## src/sv/bqf_pkg.sv

```systemverilog
// Shared types and constants for the multichannel biquad filter.
// Depends on nothing; every other file of the block imports it.
`timescale 1ns / 1ps
`default_nettype none

package bqf_pkg;

  localparam int SAMPLE_W  = 24;
  localparam int COEF_W    = 24;
  localparam int COEF_FRAC = 20;
  localparam int CHAN_W    = 3;
  localparam int REG_IDX_W = 3;

  // Coefficient register indexes on the configuration port
  typedef enum logic [REG_IDX_W-1:0] {
    REG_FEED_0 = 3'd0,
    REG_FEED_1 = 3'd1,
    REG_FEED_2 = 3'd2,
    REG_BACK_1 = 3'd3,
    REG_BACK_2 = 3'd4
  } bqf_reg_e;

  typedef struct packed {
    logic signed [SAMPLE_W-1:0] sample;
    logic [CHAN_W-1:0]          channel;
  } bqf_in_t;

  typedef struct packed {
    logic signed [SAMPLE_W-1:0] filtered;
    logic [CHAN_W-1:0]          out_channel;
  } bqf_out_t;

  typedef struct packed {
    logic signed [COEF_W-1:0] f0;
    logic signed [COEF_W-1:0] f1;
    logic signed [COEF_W-1:0] f2;
    logic signed [COEF_W-1:0] b1;
    logic signed [COEF_W-1:0] b2;
  } bqf_coef_t;

  // One history entry: two past inputs, two past outputs
  typedef struct packed {
    logic signed [SAMPLE_W-1:0] x1;
    logic signed [SAMPLE_W-1:0] x2;
    logic signed [SAMPLE_W-1:0] y1;
    logic signed [SAMPLE_W-1:0] y2;
  } bqf_hist_t;

  // Side information that travels with an item down the pipeline
  typedef struct packed {
    logic signed [SAMPLE_W-1:0] x;
    logic signed [SAMPLE_W-1:0] x1;
    logic signed [SAMPLE_W-1:0] y1;
    logic [CHAN_W-1:0]          channel;
    logic                       ok;
  } bqf_tag_t;

  typedef struct packed {
    bqf_tag_t                   tag;
    logic signed [SAMPLE_W-1:0] y;
  } bqf_done_t;

endpackage

`default_nettype wire

```

## src/sv/bqf_hist_mem.sv

```systemverilog
// Per-channel history memory of the biquad filter, with a registered read.
// Depends on bqf_pkg for the history entry type.
`timescale 1ns / 1ps
`default_nettype none

module bqf_hist_mem #(
  parameter int CHANNELS = 8,
  parameter int IDX_W    = 3
) (
  input  logic                clk,
  input  logic                rst,
  input  logic                rd_en,
  input  logic [IDX_W-1:0]    rd_addr,
  input  logic                rd_ok,
  output bqf_pkg::bqf_hist_t  hist,
  input  logic                wr_en,
  input  logic [IDX_W-1:0]    wr_addr,
  input  bqf_pkg::bqf_hist_t  wr_data
);
  import bqf_pkg::*;

  bqf_hist_t           mem [CHANNELS];
  logic [CHANNELS-1:0] filled;
  bqf_hist_t           rdata;
  logic                rgood;

  // Entries never written read as zero history
  always_ff @(posedge clk) begin
    if (rst) begin
      filled <= '0;
      rgood  <= 1'b0;
    end else begin
      if (wr_en) begin
        filled[wr_addr] <= 1'b1;
      end
      if (rd_en) begin
        rgood <= rd_ok && filled[rd_addr];
      end
    end
  end

  always_ff @(posedge clk) begin
    if (wr_en) begin
      mem[wr_addr] <= wr_data;
    end
    if (rd_en) begin
      rdata <= mem[rd_addr];
    end
  end

  assign hist = rgood ? rdata : '0;

endmodule

`default_nettype wire

```

## config.mk

```make
export PLATFORM = sky130hd
export DESIGN_NAME = bqf_hist_mem
export DESIGN_NICKNAME = d
export VERILOG_FILES = /design/src/sv/bqf_pkg.sv /design/src/sv/bqf_hist_mem.sv
export SDC_FILE = /design/constraint.sdc
export NUM_CORES = 1
export LEC_CHECK = 0
export BUFFER_PORTS_ARGS = -buffer_cell sky130_fd_sc_hd__buf_4
export CAP_MARGIN = 0
export CORE_UTILIZATION = 60
export CTS_BUF_LIST = sky130_fd_sc_hd__clkbuf_4 sky130_fd_sc_hd__clkbuf_8
export CTS_CLUSTER_DIAMETER = 30
export DETAILED_ROUTE_END_ITERATION = 8
export PLACE_DENSITY = 0.82
export SLEW_MARGIN = 40
export SYNTH_ARGS = -nofsm -noshare
export SYNTH_HDL_FRONTEND = slang
export SYNTH_SLANG_ARGS = --single-unit
```

## constraint.sdc

```tcl
create_clock -name clk -period 16.44 [get_ports clk]
set_input_delay 0.822 -clock clk [delete_from_list [all_inputs] [get_ports clk]]
set_output_delay 0.822 -clock clk [all_outputs]
set_load 0.01 [all_outputs]
```

==> results.ini <==
[worst_setup_path]
critPathMostFrequentCell = buf_4
critPathMaxFanout = 58
path_delay_family = buffers and inverters
crit_path_end_kind = output pin
max_stage_delay_ns = 0.68
cp_data_arrival_time_ns = 2.68
cp_slowest_cell = dfxtp_4
critical_path_class = flop to output pin
crit_buf_inv = 2
cp.required_ns = 15.62
cp_cell_sequence = buf_4 -> and2_1 -> buf_4
startpoint_type = flop

[global_route]
grt_usage = 0.243
grt_pass1_wl_um = 97300
grt_pass1_vias = 16200
grt_overflow = 0
grt_start_max_net_pins = 98
antenna_found_initial = 7

[finish]
n_fill_cell = 2900
final_nets = 1775
drive_above_1_share = 0.431
area_growth_pct = 16.7
final_util = 0.709

[route]
wl_per_cell_um = 26.2
drt-pass1-iter-count = 5
vias_per_cell = 6.05
drt_iter0_drc = 1239
drc = 0
vias = 15000
drt-total-wl_um = 65100
antenna_left = 0

[sta]
fin_crit_ns = 3.50
fmax_mhz = 286
slew_headroom = 0.444
max_slew.worst_pin.slew_ns = 0.835
setup_violations = 0
fin_setup_tns_ns = 0
drv_slew = 0
hold_viol_final = 0
period_share = 0.213
fin_worst_skew_ns = 0.0242
grt_setup_unrepaired = false

[synthesis]
synth_ff_type = edfxtp_1
syn-num-nets = 1463
syn_area_um2 = 32800
yosysUniqueCellTypes = 23
postSynthAreaPerCell_um2 = 24.2
synthArstFlopShare = 0
yosys_register_bits = 873
synthCells = 1356
yosysSeqAreaShare = 0.798
ys_warn_count = 0
synth_edf_count = 864

[floorplan]
io_pins = 203
die_w_um = 236
start_util = 0.607
fp.dieArea_um2 = 55500
row_count = 85
die_y_um = 236
coreArea_um2 = 53900

[clocking]
ctsHoldBuffers = 0
htreeDepth = 4
clk_latency_ns = 0.77
cts_tree = done
cts_made_buffers = 150
path_clk_slew_ns = 0.06
cts_num_sinks = 873
cts_resized = 0
cts_setup_buffers = 0
clk_path_buf_depth = 3
clock-root-buffer = clkbuf_8

[power]
pwr-share-seq = 0.535
irDropWorstVdd_v = 0.0000743
power.internal_mw = 3.79
power_density_nw_per_um2 = 125
leakage_nw = 12.7
switching_share = 0.209
clkPwrFrac = 0.417
combPwrFrac = 0.048
p_switching_mw = 1.00

[worst_hold_path]
hold_class = primary input to flop

[place]
finalWeightedCongestion = 0.715
dp_hpwl_um = 33500
numPortBuffers = 202

[flow_run]
cap_violations = 0

[run_status]
status = completed

state kept, by name, summed over array words and instances, names as in the netlist:
name    count
rgood       1
rdata      96
mem       768
filled      8
power by group through the flow:
stage	Clock, mW	Sequential, mW	Combinational (mW)
final	2.00	2.56	0.229
after global routing	2.13	2.57	0.245
after CTS	2.04	2.56	0.232
after detailed placement	0	2.61	0.230
after global placement	0	2.60	0.222
after floorplan	0	2.61	0.140
synthesized netlist by cell type, types with 2 or more instances:
master / instances / area share
buf_2: 21 / 0.0032
and2_1: 96 / 0.018
mux4_2: 193 / 0.13
mux2i_1: 2 / 0.00061
mux2_2: 96 / 0.033
buf_1: 3 / 0.00034
edfxtp_1: 864 / 0.79
buf_6: 17 / 0.0058
nor2_1: 12 / 0.0014
o21ba_2: 3 / 0.00092
nor4bb_1: 2 / 0.00061
nand2_1: 3 / 0.00034
and4b_1: 2 / 0.00061
clkbuf_1: 25 / 0.0029
dfxtp_1: 9 / 0.0055
cell usage in the layout (no fill, tap or decap), types with 2 or more instances in the layout:
cell type and n:
edfxtp_1 864, buf_4 209, mux4_2 193, clkbuf_8 154, mux2_2 96, and2_1 96
clkbuf_4 30, clkinv_1 28, clkinv_2 18, clkinvlp_4 15, bufinv_16 12, buf_6 12
nor2_1 11, inv_6 10, dfxtp_1 8, clkinv_4 4, nand2_1 3, o21ba_2 3
diode_2 2, and4b_4 2, nor4bb_4 2, mux2i_1 2, buf_12 2
final timing paths:
check / from / to / slack [ns] / cells past startpoint
setup / recovery: rgood$_SDFFE_PP0P_ / hist[30] / 12.94 / 3
hold reg to reg: filled[0]$_SDFFE_PP0P_ / filled[0]$_SDFFE_PP0P_ / 0.48 / 2
setup reg to reg: mem[7][12]$_DFFE_PP_ / rdata[12]$_DFFE_PP_ / 15.00 / 2
hold / removal: wr_data[29] / mem[6][29]$_DFFE_PP_ / 0.28 / 1
area by class of cell:
cell class / instances / area [um2] / area share
Tap cell: 696 / 871 / 0.0228
Clock buffer: 183 / 2330 / 0.0610
Timing Repair Buffer: 226 / 1800 / 0.0471
Inverter: 1 / 3.75 / 0.0000982
Antenna cell: 2 / 5.00 / 0.000131
Clock inverter: 87 / 791 / 0.0207
Sequential cell: 873 / 26100 / 0.684
Multi-Input combinational cell: 416 / 6290 / 0.165
layer usage:
layer / GRT usage / part of all wire / up-vias
li1: - / - / 6354
met1: 0.325 / 0.39 / 7880
met2: 0.393 / 0.50 / 673
met3: 0.0624 / 0.084 / 116
met4: 0.0864 / 0.020 / 8
met5: 0 / 0.00075 / -
logic make-up (layout without fill, tap and decap cells):
kind of cell / count (synthesis) / after routing / share of synthesized area
AND/OR/NAND/NOR: 120 / 120 / 0.0223
buffers and inverters: 67 / 497 / 0.0124
flip-flops: 873 / 873 / 0.798
multiplexers: 291 / 291 / 0.166
AO/OA/AOI/OAI: 5 / 5 / 0.00149
other: 0 / 2 / 0
per-stage QoR:
stage / power, mW / hold WS [ns] / cell area [um2] / cells / setup WS [ns]
after floorplan: 2.75 / 0.435 / 32800 / 1356 / 4.72
after global placement: 2.82 / 0.446 / 35000 / 2210 / 12.05
after detailed placement: 2.84 / 0.474 / 35100 / 2212 / 12.63
after CTS: 4.83 / 0.202 / 38200 / 2482 / 12.85
after global routing: 4.95 / 0.235 / 38200 / 2482 / 12.85
final: 4.79 / 0.276 / 38200 / 2484 / 12.94
Note: power is estimated with default switching activity, not from simulation.
